===== config.mk =====
export PLATFORM = sky130hd
export DESIGN_NAME = imu_frame_deframer_crc16_flat
export DESIGN_NICKNAME = d
export VERILOG_FILES = /design/src/sv/ifd_pkg.sv /design/src/sv/ifd_in_if.sv /design/src/sv/ifd_out_if.sv /design/src/sv/ifd_tlv.sv /design/src/sv/imu_frame_deframer_crc16.sv /design/src/flat_wrapper.sv
export SDC_FILE = /design/constraint.sdc
export NUM_CORES = 1
export LEC_CHECK = 0
export ABC_AREA = 1
export BUFFER_PORTS_ARGS = -buffer_cell sky130_fd_sc_hd__buf_2
export CAP_MARGIN = 20
export CORE_AREA = 2 2 137 139
export CTS_CLUSTER_SIZE = 30
export DETAILED_ROUTE_END_ITERATION = 16
export DIE_AREA = 0 0 139 141
export GPL_TIMING_DRIVEN = 0
export PLACE_DENSITY = 0.56
export SYNTH_ARGS = -nofsm -noshare
export SYNTH_HDL_FRONTEND = slang
export SYNTH_SLANG_ARGS = --single-unit

===== constraint.sdc =====
create_clock -name clk -period 3.8 [get_ports clk]
set_input_delay 0.38 -clock clk [delete_from_list [all_inputs] [get_ports clk]]
set_output_delay 0.38 -clock clk [all_outputs]
set_load 0.01 [all_outputs]

===== src/sv/ifd_pkg.sv =====
package ifd_pkg;

    localparam int MAX_PAYLOAD_DEF = 512;

    localparam logic [7:0]  SYNC_A        = 8'h5A;
    localparam logic [7:0]  SYNC_B        = 8'hA5;
    localparam logic [15:0] CRC_POLY      = 16'h1021;
    localparam logic [7:0]  FIXED_TAG     = 8'h91;
    localparam int          FIXED_MIN_LEN = 76;
    localparam logic [9:0]  TALLY_MAX     = 10'd1023;

    typedef enum logic [2:0] {
        PH_SYNC1   = 3'd0,
        PH_SYNC2   = 3'd1,
        PH_LENLO   = 3'd2,
        PH_LENHI   = 3'd3,
        PH_CRCLO   = 3'd4,
        PH_CRCHI   = 3'd5,
        PH_PAYLOAD = 3'd6
    } phase_t;

    typedef enum logic [2:0] {
        ST_NONE    = 3'd0,
        ST_FIXED   = 3'd1,
        ST_LEGACY  = 3'd2,
        ST_UNKNOWN = 3'd3,
        ST_CRC_ERR = 3'd4,
        ST_LEN_ERR = 3'd5
    } status_t;

    typedef struct packed {
        logic [2:0] frame_phase;
        logic       payload_valid;
        logic [7:0] payload_byte;
        logic [8:0] byte_offset;
        logic       frame_end;
        logic [2:0] frame_status;
        logic [9:0] frame_length;
        logic       sync_found;
        logic [9:0] unknown_items;
    } result_t;

    typedef struct packed {
        logic clear;
        logic step;
    } tlv_ctl_t;

    typedef struct packed {
        logic [4:0] size;
        logic       data;
    } tag_info_t;

    function automatic logic [15:0] crc_byte(input logic [15:0] crc, input logic [7:0] b);
        logic [15:0] c;
        c = crc ^ {b, 8'h00};
        for (int i = 0; i < 8; i++) begin
            c = c[15] ? ({c[14:0], 1'b0} ^ CRC_POLY) : {c[14:0], 1'b0};
        end
        return c;
    endfunction

    localparam logic [15:0] SYNC_CRC = crc_byte(crc_byte(16'h0000, SYNC_A), SYNC_B);

    function automatic tag_info_t tag_lookup(input logic [7:0] tag);
        tag_info_t t;
        t.data = 1'b1;
        case (tag) inside
            8'h90: t.size = 5'd2;
            8'hA0, 8'hA1, 8'hA2, 8'hA5, 8'hB0, 8'hB1, 8'hB2,
            8'hC0, 8'hC1, 8'hC2, 8'hD0: t.size = 5'd7;
            8'hD9: t.size = 5'd13;
            8'hD1: t.size = 5'd17;
            8'hE0, 8'hF0:
            begin
                t.size = 5'd5;
                t.data = 1'b0;
            end
            default:
            begin
                t.size = 5'd0;
                t.data = 1'b0;
            end
        endcase
        return t;
    endfunction

endpackage


===== src/sv/ifd_in_if.sv =====
interface ifd_in_if;
    logic       valid;
    logic       ready;
    logic [7:0] rx_byte;

    modport source (output valid, output rx_byte, input ready);
    modport sink (input valid, input rx_byte, output ready);
endinterface


===== src/sv/ifd_out_if.sv =====
interface ifd_out_if;
    logic       valid;
    logic       ready;
    logic [2:0] frame_phase;
    logic       payload_valid;
    logic [7:0] payload_byte;
    logic [8:0] byte_offset;
    logic       frame_end;
    logic [2:0] frame_status;
    logic [9:0] frame_length;
    logic       sync_found;
    logic [9:0] unknown_items;

    modport source (
        output valid, output frame_phase, output payload_valid, output payload_byte,
        output byte_offset, output frame_end, output frame_status,
        output frame_length, output sync_found, output unknown_items,
        input ready
    );
    modport sink (
        input valid, input frame_phase, input payload_valid, input payload_byte,
        input byte_offset, input frame_end, input frame_status,
        input frame_length, input sync_found, input unknown_items,
        output ready
    );
endinterface


===== src/sv/ifd_tlv.sv =====
module ifd_tlv
    import ifd_pkg::*;
(
    input  logic       clk,
    input  logic       rst_n,
    input  tlv_ctl_t   ctl,
    input  logic [7:0] tag,
    output logic       seen_next,
    output logic [9:0] tally_next
);

    logic [4:0] left_reg;
    logic [4:0] left_next;
    logic       carries_reg;
    logic       carries_next;
    logic       seen_reg;
    logic [9:0] tally_reg;
    tag_info_t  info;

    always_comb
    begin
        info         = tag_lookup(tag);
        left_next    = left_reg;
        carries_next = carries_reg;
        seen_next    = seen_reg;
        tally_next   = tally_reg;
        if (ctl.clear)
        begin
            left_next    = '0;
            carries_next = 1'b0;
            seen_next    = 1'b0;
            tally_next   = '0;
        end
        else if (ctl.step)
        begin
            if (left_reg == 5'd0)
            begin
                if (info.size == 5'd0)
                begin
                    if (tally_reg != TALLY_MAX)
                    begin
                        tally_next = tally_reg + 10'd1;
                    end
                end
                else
                begin
                    left_next    = info.size - 5'd1;
                    carries_next = info.data;
                end
            end
            else
            begin
                left_next = left_reg - 5'd1;
                if (left_reg == 5'd1 && carries_reg)
                begin
                    seen_next = 1'b1;
                end
            end
        end
    end

    always_ff @(posedge clk or negedge rst_n)
    begin
        if (!rst_n)
        begin
            left_reg    <= '0;
            carries_reg <= 1'b0;
            seen_reg    <= 1'b0;
            tally_reg   <= '0;
        end
        else
        begin
            left_reg    <= left_next;
            carries_reg <= carries_next;
            seen_reg    <= seen_next;
            tally_reg   <= tally_next;
        end
    end

endmodule


===== src/sv/imu_frame_deframer_crc16.sv =====
// byte-serial deframer for sync-headed sensor frames with crc-16 check
// din: one received byte per item (rx_byte), valid/ready handshake
// dout: one result item per input item: phase after the byte, payload
//   byte with its offset, frame verdict with length and unknown tag count
// frames: 0x5a 0xa5 sync, little-endian length, little-endian crc, payload
// crc-16 (poly 0x1021, init 0) covers sync, length and payload
// result: registered, offered in the cycle after its byte is accepted
// throughput: one byte per cycle while dout.ready is high; the unrolled 8-bit
//   crc update and the tlv item walker both finish in the cycle the byte is accepted
// stall: the result register holds while dout.ready is low; din.ready
//   stays high as long as the result register is empty or being drained
// reset: phase returns to sync hunt, all frame state clears, no result
//   is pending
module imu_frame_deframer_crc16
    import ifd_pkg::*;
#(
    parameter int MAX_PAYLOAD = MAX_PAYLOAD_DEF
)
(
    input  logic clk,
    input  logic rst_n,
    ifd_in_if.sink    din,
    ifd_out_if.source dout
);

    localparam int LEN_W = $clog2(MAX_PAYLOAD + 1);

    phase_t             phase_reg;
    phase_t             phase_next;
    logic [7:0]         len_lo_reg;
    logic [7:0]         len_lo_next;
    logic [LEN_W-1:0]   plen_reg;
    logic [LEN_W-1:0]   plen_next;
    logic [15:0]        exp_crc_reg;
    logic [15:0]        exp_crc_next;
    logic [15:0]        crc_reg;
    logic [15:0]        crc_next;
    logic [LEN_W-1:0]   count_reg;
    logic [LEN_W-1:0]   count_next;
    logic               fixed_reg;
    logic               fixed_next;
    logic               out_valid_reg;
    result_t            res_reg;
    result_t            res_next;

    logic               accept;
    logic [15:0]        crc_upd;
    logic [15:0]        len16;
    logic               len_bad;
    tlv_ctl_t           tlv_ctl;
    logic               tlv_seen;
    logic [9:0]         tlv_tally;
    logic [7:0]         b;

    assign b        = din.rx_byte;
    assign din.ready = !out_valid_reg || dout.ready;
    assign accept   = din.valid && din.ready;
    assign crc_upd  = crc_byte(crc_reg, b);
    assign len16    = {b, len_lo_reg};
    assign len_bad  = (len16 == 16'd0) || (17'(len16) > 17'(MAX_PAYLOAD));

    ifd_tlv u_tlv (
        .clk        (clk),
        .rst_n      (rst_n),
        .ctl        (tlv_ctl),
        .tag        (b),
        .seen_next  (tlv_seen),
        .tally_next (tlv_tally)
    );

    always_comb
    begin
        phase_next    = phase_reg;
        len_lo_next   = len_lo_reg;
        plen_next     = plen_reg;
        exp_crc_next  = exp_crc_reg;
        crc_next      = crc_reg;
        count_next    = count_reg;
        fixed_next    = fixed_reg;
        tlv_ctl.clear = 1'b0;
        tlv_ctl.step  = 1'b0;
        res_next      = '0;
        case (phase_reg)
            PH_SYNC1:
            begin
                if (b == SYNC_A)
                begin
                    phase_next = PH_SYNC2;
                end
            end
            PH_SYNC2:
            begin
                if (b == SYNC_B)
                begin
                    res_next.sync_found = 1'b1;
                    crc_next            = SYNC_CRC;
                    phase_next          = PH_LENLO;
                end
                else if (b != SYNC_A)
                begin
                    phase_next = PH_SYNC1;
                end
            end
            PH_LENLO:
            begin
                len_lo_next = b;
                crc_next    = crc_upd;
                phase_next  = PH_LENHI;
            end
            PH_LENHI:
            begin
                if (len_bad)
                begin
                    res_next.frame_end    = 1'b1;
                    res_next.frame_status = ST_LEN_ERR;
                    res_next.frame_length = (len16 > 16'(TALLY_MAX)) ? TALLY_MAX : len16[9:0];
                    phase_next            = PH_SYNC1;
                end
                else
                begin
                    plen_next  = len16[LEN_W-1:0];
                    crc_next   = crc_upd;
                    phase_next = PH_CRCLO;
                end
            end
            PH_CRCLO:
            begin
                exp_crc_next = {8'h00, b};
                phase_next   = PH_CRCHI;
            end
            PH_CRCHI:
            begin
                exp_crc_next  = {b, exp_crc_reg[7:0]};
                count_next    = '0;
                fixed_next    = 1'b0;
                tlv_ctl.clear = 1'b1;
                phase_next    = PH_PAYLOAD;
            end
            PH_PAYLOAD:
            begin
                res_next.payload_valid = 1'b1;
                res_next.payload_byte  = b;
                res_next.byte_offset   = 9'(count_reg);
                if (count_reg == '0 && b == FIXED_TAG)
                begin
                    fixed_next = 1'b1;
                end
                crc_next     = crc_upd;
                tlv_ctl.step = 1'b1;
                count_next   = count_reg + LEN_W'(1);
                if (count_next >= plen_reg)
                begin
                    res_next.frame_end    = 1'b1;
                    res_next.frame_length = 10'(plen_reg);
                    if (crc_upd != exp_crc_reg)
                    begin
                        res_next.frame_status = ST_CRC_ERR;
                    end
                    else if (fixed_next && (32'(plen_reg) >= FIXED_MIN_LEN))
                    begin
                        res_next.frame_status = ST_FIXED;
                    end
                    else if (tlv_seen)
                    begin
                        res_next.frame_status  = ST_LEGACY;
                        res_next.unknown_items = tlv_tally;
                    end
                    else
                    begin
                        res_next.frame_status = ST_UNKNOWN;
                    end
                    phase_next = PH_SYNC1;
                end
            end
            default:
            begin
                phase_next = PH_SYNC1;
            end
        endcase
        if (!accept)
        begin
            tlv_ctl.clear = 1'b0;
            tlv_ctl.step  = 1'b0;
        end
        if (!res_next.frame_end &&
            (phase_next == PH_CRCLO || phase_next == PH_CRCHI || phase_next == PH_PAYLOAD))
        begin
            res_next.frame_length = 10'(plen_next);
        end
        res_next.frame_phase = phase_next;
    end

    always_ff @(posedge clk or negedge rst_n)
    begin
        if (!rst_n)
        begin
            phase_reg     <= PH_SYNC1;
            len_lo_reg    <= '0;
            plen_reg      <= '0;
            exp_crc_reg   <= '0;
            crc_reg       <= '0;
            count_reg     <= '0;
            fixed_reg     <= 1'b0;
            out_valid_reg <= 1'b0;
        end
        else
        begin
            if (accept)
            begin
                phase_reg   <= phase_next;
                len_lo_reg  <= len_lo_next;
                plen_reg    <= plen_next;
                exp_crc_reg <= exp_crc_next;
                crc_reg     <= crc_next;
                count_reg   <= count_next;
                fixed_reg   <= fixed_next;
            end
            if (accept)
            begin
                out_valid_reg <= 1'b1;
            end
            else if (dout.ready)
            begin
                out_valid_reg <= 1'b0;
            end
        end
    end

    always_ff @(posedge clk)
    begin
        if (accept)
        begin
            res_reg <= res_next;
        end
    end

    assign dout.valid         = out_valid_reg;
    assign dout.frame_phase   = res_reg.frame_phase;
    assign dout.payload_valid = res_reg.payload_valid;
    assign dout.payload_byte  = res_reg.payload_byte;
    assign dout.byte_offset   = res_reg.byte_offset;
    assign dout.frame_end     = res_reg.frame_end;
    assign dout.frame_status  = res_reg.frame_status;
    assign dout.frame_length  = res_reg.frame_length;
    assign dout.sync_found    = res_reg.sync_found;
    assign dout.unknown_items = res_reg.unknown_items;

endmodule


===== src/flat_wrapper.sv =====
// flat-port wrapper written by rule: the top's interface ports become plain ports
module imu_frame_deframer_crc16_flat import ifd_pkg::*;
#(
    parameter int MAX_PAYLOAD = MAX_PAYLOAD_DEF
)
  (clk, rst_n, din_valid, din_rx_byte, din_ready, dout_valid, dout_frame_phase, dout_payload_valid, dout_payload_byte, dout_byte_offset, dout_frame_end, dout_frame_status, dout_frame_length, dout_sync_found, dout_unknown_items, dout_ready);
  ifd_in_if din_i ();
  ifd_out_if dout_i ();
  input  logic clk;
  input  logic rst_n;
  input wire logic [$bits(din_i.valid)-1:0] din_valid;
  input wire logic [$bits(din_i.rx_byte)-1:0] din_rx_byte;
  output wire logic [$bits(din_i.ready)-1:0] din_ready;
  output wire logic [$bits(dout_i.valid)-1:0] dout_valid;
  output wire logic [$bits(dout_i.frame_phase)-1:0] dout_frame_phase;
  output wire logic [$bits(dout_i.payload_valid)-1:0] dout_payload_valid;
  output wire logic [$bits(dout_i.payload_byte)-1:0] dout_payload_byte;
  output wire logic [$bits(dout_i.byte_offset)-1:0] dout_byte_offset;
  output wire logic [$bits(dout_i.frame_end)-1:0] dout_frame_end;
  output wire logic [$bits(dout_i.frame_status)-1:0] dout_frame_status;
  output wire logic [$bits(dout_i.frame_length)-1:0] dout_frame_length;
  output wire logic [$bits(dout_i.sync_found)-1:0] dout_sync_found;
  output wire logic [$bits(dout_i.unknown_items)-1:0] dout_unknown_items;
  input wire logic [$bits(dout_i.ready)-1:0] dout_ready;
  assign din_i.valid = din_valid;
  assign din_i.rx_byte = din_rx_byte;
  assign din_ready = din_i.ready;
  assign dout_valid = dout_i.valid;
  assign dout_frame_phase = dout_i.frame_phase;
  assign dout_payload_valid = dout_i.payload_valid;
  assign dout_payload_byte = dout_i.payload_byte;
  assign dout_byte_offset = dout_i.byte_offset;
  assign dout_frame_end = dout_i.frame_end;
  assign dout_frame_status = dout_i.frame_status;
  assign dout_frame_length = dout_i.frame_length;
  assign dout_sync_found = dout_i.sync_found;
  assign dout_unknown_items = dout_i.unknown_items;
  assign dout_i.ready = dout_ready;
  imu_frame_deframer_crc16 #(.MAX_PAYLOAD(MAX_PAYLOAD)) u_core (.clk(clk), .rst_n(rst_n), .din(din_i), .dout(dout_i));
endmodule

* Word level (Yosys, flattened, before mapping) *
Index checks and enable logic that the tools add are counted.

cells by class
  $add $sub $neg = 4
  order comparisons = 4
  equality and inequality tests = 35
  mux-type cells = 65
  bitwise gates (word level) = 13
  reductions and logical operators = 33

operator list
  operator                                                                            number
  8-bit equality test (second input constant)                                         17
  13-bit 2-to-1 mux                                                                   8
  10-bit 2-to-1 mux                                                                   9
  16-bit case mux with 3 select lines                                                 1
  5-bit 2-to-1 mux                                                                    8
  16-bit by 10-bit greater-than comparator with 1-bit output (second input constant)  2
  16-bit 2-to-1 mux                                                                   2
  16-bit case mux with 2 select lines                                                 1
  14-bit 2-to-1 mux                                                                   2
  14-bit case mux with 2 select lines                                                 1
  3-bit NOT                                                                           8
  3-bit 2-to-1 mux                                                                    7
  3-bit case mux with 7 select lines                                                  1
  10-bit by 1-bit adder with 10-bit output (second input constant)                    2
  1-bit 2-to-1 mux                                                                    20
  10-bit case mux with 2 select lines                                                 1
  3-bit equality test (second input constant)                                         6
  18-bit 2-to-1 mux                                                                   1
  16-bit zero test                                                                    1
  16-bit inequality test                                                              1
  16-bit XOR                                                                          1
  11-bit OR reduction                                                                 1
  10-bit >= comparator                                                                1
  10-bit by 7-bit >= comparator with 1-bit output (second input constant)             1
  other kinds (26)                                                                    51

word-level totals
  flip-flop bits (word level) = 128
  bits of input ports = 12
  output and inout bits = 48
  logic and storage cells = 176

* Longest topological paths before layout *
Gate-level depths: netlist (run 1).

  depth after elaboration = 24
  gate-level depth with buffers = 18
  gate-level depth less buffers = 18

* Hierarchy *
A second synthesis (run 1) with hierarchy kept.

unflattened totals
  cell total of the unflattened synthesis = 1013
  area total of the unflattened synthesis = 7574.8 sq um

modules (own cells, without submodules)
  module                    times used  cells an instance  area an instance (sq um)  sequential area each (sq um)
  imu_frame_deframer_crc16  1           779                6098.3                    3007.9
  ifd_tlv                   1           234                1476.4                    425.4

* Least setup slack after synthesis (run 1) *
No wires, ideal clock.

  path type = register -> register
  start = register u_core.out_valid_reg (netlist: u_core.dout.valid)
  end = register u_core.res_reg, in the netlist u_core.dout.byte_offset[0] (enable)
  setup time = 0.426 ns
  arrival = 2.326 ns
  required time = 3.374 ns
  path slack = 1.048 ns
  stages on the path, launching flop included = 5
  path buffers = 1
  period minus slack after synthesis = 2.752 ns
  cells stage by stage = dfrtp_1 nand2_1 nand2_2 clkinv_1 clkbuf_1

on the way
  longest elaborated chain between the ends = 3

ends and longest elaborated chain
  item                      RTL line                         source
  start: declaration        imu_frame_deframer_crc16.sv:42   logic out_valid_reg;
  start signal: assignment  imu_frame_deframer_crc16.sv:204  out_valid_reg <= 1'b0;
  start signal: assignment  imu_frame_deframer_crc16.sv:220  out_valid_reg <= 1'b1;
  start signal: assignment  imu_frame_deframer_crc16.sv:224  out_valid_reg <= 1'b0;
  1-bit zero test           imu_frame_deframer_crc16.sv:56   assign din.ready = !out_valid_reg || dout.ready;
  1-bit logical OR          imu_frame_deframer_crc16.sv:56
  via din_ready             flat_wrapper.sv:13               output wire logic [$bits(din_i.ready)-1:0] din_ready;
  1-bit logical AND         imu_frame_deframer_crc16.sv:57   assign accept = din.valid && din.ready;
  via u_core.accept         imu_frame_deframer_crc16.sv:46   logic accept;
  end signal: assignment    imu_frame_deframer_crc16.sv:233  res_reg <= res_next;
  end: declaration          imu_frame_deframer_crc16.sv:43   result_t res_reg;

The timed path passes the listed nets, and every way through them passes these cells.
A chain may end at the register's enable or synchronous reset.

==> impl_metrics.toml, run 1 <==
[detailed_routing]
route.detailed.vias_per_inst = 5.04
detail_route.drc_violations = 0
drt_pre_antenna_iters = 5
postRouteAntennaNets = 0
drt-initial-drc-count = 335
totalWireLength_um = 19000
num_vias = 6143
drt-wirelength-per-cell_um = 15.6

[placement]
io_buffers = 58
final_weighted_congestion_in_routability_driven_placement = 0.883
place_hpwl_um = 13700

[power_and_ir_drop]
irDropWorstVdd_uv = 335
leakage_nw = 4.06
fin_total_pwr_w = 0.00552
power-per-cell-area_nw_per_um2 = 658

[floorplan]
chipWidth_um = 139
die_area_sq_um = 19600
dieHeight_um = 141
std_cell_rows = 50
start_util = 0.393
fp.coreArea_sq_um = 18300
io_pins = 60

[synthesis]
syn-num-nets = 921
postSynthCellCount = 893
synth_top_area_frac = 0.286
synthFlopType = "dfrtp_1"
yosysWarningCount = 0
yosys.cell_types.count = 43
average_size_of_a_mapped_cell_sq_um = 8.04
synth_enable_flop_cells = 46
synth.cell_area_sq_um = 7180
synth.top_cells.by_area = "dfrtp_1, edfxtp_1, nand2_1"
ys_seq_elements = 128
netlist.top_cell.by_area = "dfrtp_1"
postSynth.asyncResetShare = 0.641
share_of_the_yosys_chip_area_belonging_to_registers = 0.478

[cts]
cts_htree_levels = 4
tritoncts_buffers = 17
cts.reportedPaths.clkPinSlew_ns = 0.05
cts_max_path_buffers = 2
cts_root_buf = "clkbuf_16"
clock_latency_ns = 0.43
cts_tree = "done"
post_cts_setup_driven_buffer_insertion_count = 0
numClockSinks = 128

[timing]
timing.clock.skew_ns = 0.00894
final.min_clock_period_ns = 3.13
final_max_slew_viol_count = 0
max_freq_ghz = 0.320
final_min_period_over_clock_period = 0.823
setup_viol_count_final = 0
grt_setup_unrepaired = "no"
max_slew_margin = 0.400
final.setup.tns_ns = 0
worst-slew-pin-transition_ns = 0.899
finalHoldViolCount = 0

[global_route]
maximum_number_of_pins_on_one_net_before_global_route_repair = 45
grt_usage = 0.202
initial_antenna_violation_count = 0
global_route.overflow_total = 0
grt_pass1_vias = 5927
first_pass_grt_wire_length_um = 31000

[cells_and_area]
layout_common_cells = "nand2_1, inv_1, nor2_1"
fin_nets = 1001
drive_above_1_share = 0.155
antennaDiodeCount = 0
layout_commonest_cell = "nand2_1"
synthToLayoutAreaGrowth_pct = 16.7

[critical_path]
timing.critical_path.from_type = "flop"
timing.setup.critical_path_class = "reg2reg"
worstPathRequired_ns = 3.95
cp_data_arrival_time_ns = 3.28
endpoint_kind = "flop"
crit_fanout = 10

[job]
drv.max_cap_violation_count = 0

[hold_path]
hold_path_class = "in2reg"

[outcome]
status = "finished, final reports clean"
[critical path, cell delays in order, from the launching register on]
cell,delay (ns)
dfrtp_1,0.43
nand3_1,0.14
nor2_1,0.24
nand2_1,0.10
xor2_1,0.25
inv_1,0.09
ha_1,0.30
a21oi_1,0.13
nor2_1,0.05
nor2_1,0.08
nand4_1,0.19
nand2_1,0.23
clkinv_1,0.33
nand2_1,0.17
o211ai_1,0.13
[report_power, final]
| group | switching [W] | total (W) | internal, W | leakage [nW] |
|---|---|---|---|---|
| clock network | 0.000596 | 0.00156 | 0.000968 | 0.273 |
| registers | 0.000275 | 0.00208 | 0.00181 | 1.50 |
| logic | 0.00120 | 0.00187 | 0.000667 | 2.28 |
[through the flow]
stage / instance area (sq um) / utilization / std cells / worst slack (ns) / hold WS (ns)
floorplan: 7180 / - / 893 / 1.05 / 0.0844
global placement: 7760 / 0.425 / 1185 / 0.135 / 0.478
detailed placement: 7820 / 0.428 / 1187 / 0.739 / 0.416
CTS: 8380 / 0.459 / 1220 / 0.711 / 0.239
global route: 8380 / 0.459 / 1220 / 0.369 / 0.269
finish: 8380 / 0.459 / 1220 / 0.672 / 0.247
[metal layers]
| layer | wire (um) | GRT usage |
|---|---|---|
| met4 | 357 | 0.0707 |
| met1 | 8720 | 0.262 |
| met5 | 0 | 0 |
| met3 | 747 | 0.0418 |
| met2 | 9160 | 0.338 |
[repair_timing]
action / 4_1_cts / 5_1_grt
hold endpoints to repair: 38 / 0
resized for setup: 0 / 0
hold buffers: 1 / 0
[kinds of logic after synthesis]
group | after synthesis | share of synthesized area
flip-flops | 128 | 0.478
multiplexers | 1 | 0.00139
AND/OR/NAND/NOR | 471 | 0.301
adder cells (fa/ha/maj) | 16 | 0.0279
buffers and inverters | 144 | 0.0791
AO/OA/AOI/OAI | 118 | 0.0906
XOR/XNOR | 15 | 0.0221
[synthesized netlist by cell type (13+ instances only)]
master / number
inv_2: 14
nand3_1: 76
dfrtp_1: 82
xor2_1: 13
nand2_1: 228
a21oi_1: 17
ha_1: 16
o21ai_0: 62
edfxtp_1: 46
nor2_1: 98
nand2_2: 16
o22ai_1: 14
inv_1: 107
[path summary, 6_finish.rpt]
check	startpoint	to	slack, ns	cells after the start
max in group asynchronous	rst_n	u_core.crc_reg[5]	2.63	3
min in group asynchronous	rst_n	u_core.plen_reg[1]	0.51	2
setup / recovery	u_core.count_reg[0]	u_core.dout.frame_length[9]	0.67	14
hold reg to reg	u_core.u_tlv.left_reg[1]	u_core.u_tlv.left_reg[1]	0.52	2
hold / removal	dout_ready	u_core.dout.valid	0.25	4
setup reg to reg	u_core.count_reg[0]	u_core.dout.frame_length[9]	0.67	14
[layout make-up]
type / count / area (sq um)
buffer: 17 / 87.6
clock buffer: 26 / 500
fill: 1889 / 9880
sequential: 128 / 3430
multi-input combinational: 621 / 3180
inverter: 127 / 482
timing repair buffer: 61 / 350
clock inverter: 6 / 57.6
tap: 234 / 293
Note: power is estimated with default switching activity, not from simulation.
==> run 2: changes to the inputs <==
--- a/config.mk
+++ b/config.mk
@@ -13,7 +13,7 @@
 export DETAILED_ROUTE_END_ITERATION = 16
 export DIE_AREA = 0 0 139 141
 export GPL_TIMING_DRIVEN = 0
-export PLACE_DENSITY = 0.56
+export PLACE_DENSITY = 0.58
 export SYNTH_ARGS = -nofsm -noshare
 export SYNTH_HDL_FRONTEND = slang
 export SYNTH_SLANG_ARGS = --single-unit
==> constraint.sdc (replaced) <==
create_clock -name clk -period 2.6 [get_ports clk]
set_input_delay 0.26 -clock clk [delete_from_list [all_inputs] [get_ports clk]]
set_output_delay 0.26 -clock clk [all_outputs]
set_load 0.01 [all_outputs]
==> run 2 against run 1 <==
Non-clock buffer count rose by 10. The run now ends with setup timing left. Critical endpoint is now u_core.dout.frame_length[1]. Register-to-register slack got worse by 0.76 ns. Clock skew rose by 0.00052 ns. Combinational power rose by 57%.
==> impl_metrics.toml, run 2 (synthesized netlist as in run 1, its figures left out) <==
[cells_and_area]
fin_nets = 1012
fillCellCount = 1812
synthToLayoutAreaGrowth_pct = 20.9
layout.core_utilization = 0.475
layoutNonFillerInstCount = 1231
drive_above_1_share = 0.205
layout_commonest_cell = "nand2_1"
layout_common_cells = "nand2_1, inv_1, nor2_1"
antennaDiodeCount = 0

[cts]
cts_tree = "done"
cts.reportedPaths.clkPinSlew_ns = 0.06
cts_max_path_buffers = 2
cts_root_buf = "clkbuf_16"
cts_htree_levels = 4
tritoncts_buffers = 17
clock_latency_ns = 0.43
numClockSinks = 128

[floorplan]
fp.coreArea_sq_um = 18300
chipWidth_um = 139
start_util = 0.393
std_cell_rows = 50
dieHeight_um = 141
die_area_sq_um = 19600
io_pins = 60

[detailed_routing]
drt_pre_antenna_iters = 6
num_vias = 6307
drt-wirelength-per-cell_um = 15.5
postRouteAntennaNets = 0
route.detailed.vias_per_inst = 5.12
totalWireLength_um = 19100
drt-initial-drc-count = 518
detail_route.drc_violations = 0

[power_and_ir_drop]
leakage_nw = 4.15
irDropWorstVdd_uv = 459
power-per-cell-area_nw_per_um2 = 968
fin_total_pwr_w = 0.00840

[critical_path]
worstReg2RegEnd = "u_core.dout.frame_length[1]"
worstPathRequired_ns = 2.75
r2r_slack_ns = -0.09
critical_path.endpoint = "u_core.dout.frame_length[1]"
critical_path.reg2reg.startpoint = "u_core.count_reg[1]"
cp_data_arrival_time_ns = 2.83
endpoint_kind = "flop"
r2r.worst_path.cells = 17
timing.critical_path.from_type = "flop"
crit_fanout = 5
worstSetupStartpoint = "u_core.count_reg[1]"
timing.setup.critical_path_class = "reg2reg"

[placement]
preCtsSetupSlack_ns = -0.511
final_weighted_congestion_in_routability_driven_placement = 0.874
numPlacedInstances = 1187
io_buffers = 58
place_hpwl_um = 13500

[timing]
whs_ns = 0.148
fin_ws_ns = -0.0855
setup_viol_count_final = 20
final_max_slew_viol_count = 0
timing.clock.skew_ns = 0.00946
grt_setup_unrepaired = "yes"
final.min_clock_period_ns = 2.69
max_freq_ghz = 0.372
finalHoldViolCount = 0
worst-slew-pin-transition_ns = 0.941
max_slew_margin = 0.373
final_min_period_over_clock_period = 1.03

[global_route]
maximum_number_of_pins_on_one_net_before_global_route_repair = 52
grt_pass1_vias = 6013
global_route.overflow_total = 0
grt_usage = 0.200
first_pass_grt_wire_length_um = 30800
initial_antenna_violation_count = 0

[outcome]
failed_checks = "setup timing"
status = "finished with violations"

[hold_path]
hold_path_class = "in2reg"
min-delay-start = "dout_ready"

[job]
drv.max_cap_violation_count = 0
run 2: layout make-up:
| class | count | area [sq um] | share of cell area |
|---|---|---|---|
| Inverter | 127 | 487 | 0.0561 |
| Clock inverter | 12 | 141 | 0.0163 |
| Timing Repair Buffer | 71 | 429 | 0.0495 |
| Sequential cell | 128 | 3430 | 0.396 |
| Multi-Input combinational cell | 622 | 3350 | 0.387 |
| Clock buffer | 20 | 447 | 0.0515 |
| Tap cell | 234 | 293 | 0.0337 |
| Buffer | 17 | 93.8 | 0.0108 |
run 2: worst max-delay path, cell delays in order (launching register included):
cell	delay, ns
dfrtp_1	0.39
ha_2	0.20
nand2_2	0.07
nor2_4	0.12
nand3_2	0.09
xor2_2	0.19
inv_2	0.06
ha_4	0.27
nand2_4	0.05
nor2_4	0.11
nand3_2	0.06
nand4_1	0.18
o21ai_2	0.09
nor2_2	0.14
inv_2	0.08
buf_6	0.14
nand2_2	0.05
o211ai_1	0.10
run 2: per-stage QoR:
step	area (sq um)	TNS (ns)
after global routing	8680	-5.40
after global placement	7760	-10.18
after detailed placement	7820	-10.43
after CTS	8540	-1.91
final	8680	-1.01
after floorplan	7180	0
run 2: per-layer routing:
metal,up-vias,part of all wire,track usage
met2,170,0.48,0.327
met3,29,0.044,0.0435
met1,3009,0.46,0.263
li1,3099,-,-
met4,0,0.022,0.0734
met5,-,0,0
run 2: where the power goes:
part	internal (W)	leakage [nW]	switching (W)
logic	0.00108	2.36	0.00185
registers	0.00264	1.50	0.000409
clock network	0.00152	0.285	0.000901
run 2: worst min-delay path by stage:
stage	slack (ns)	depth (start not counted)	end
after floorplan	-0.04	0	u_core.count_reg[0]
after global placement	0.47	2	u_core.u_tlv.left_reg[3]
after detailed placement	0.26	1	u_core.plen_reg[3]
after CTS	0.14	4	u_core.dout.valid
after global routing	0.16	4	u_core.dout.valid
final	0.15	4	u_core.dout.valid
run 2: what timing repair did:
| item | in CTS | in global routing |
|---|---|---|
| setup buffers | 8 | 2 |
| pin swaps | 15 | 18 |
| hold buffers | 1 | 0 |
| endpoints found under the setup margin | 27 | 31 |
| gates cloned | 1 | 1 |
| endpoints found under the hold margin | 31 | 0 |
| resized for setup | 23 | 33 |
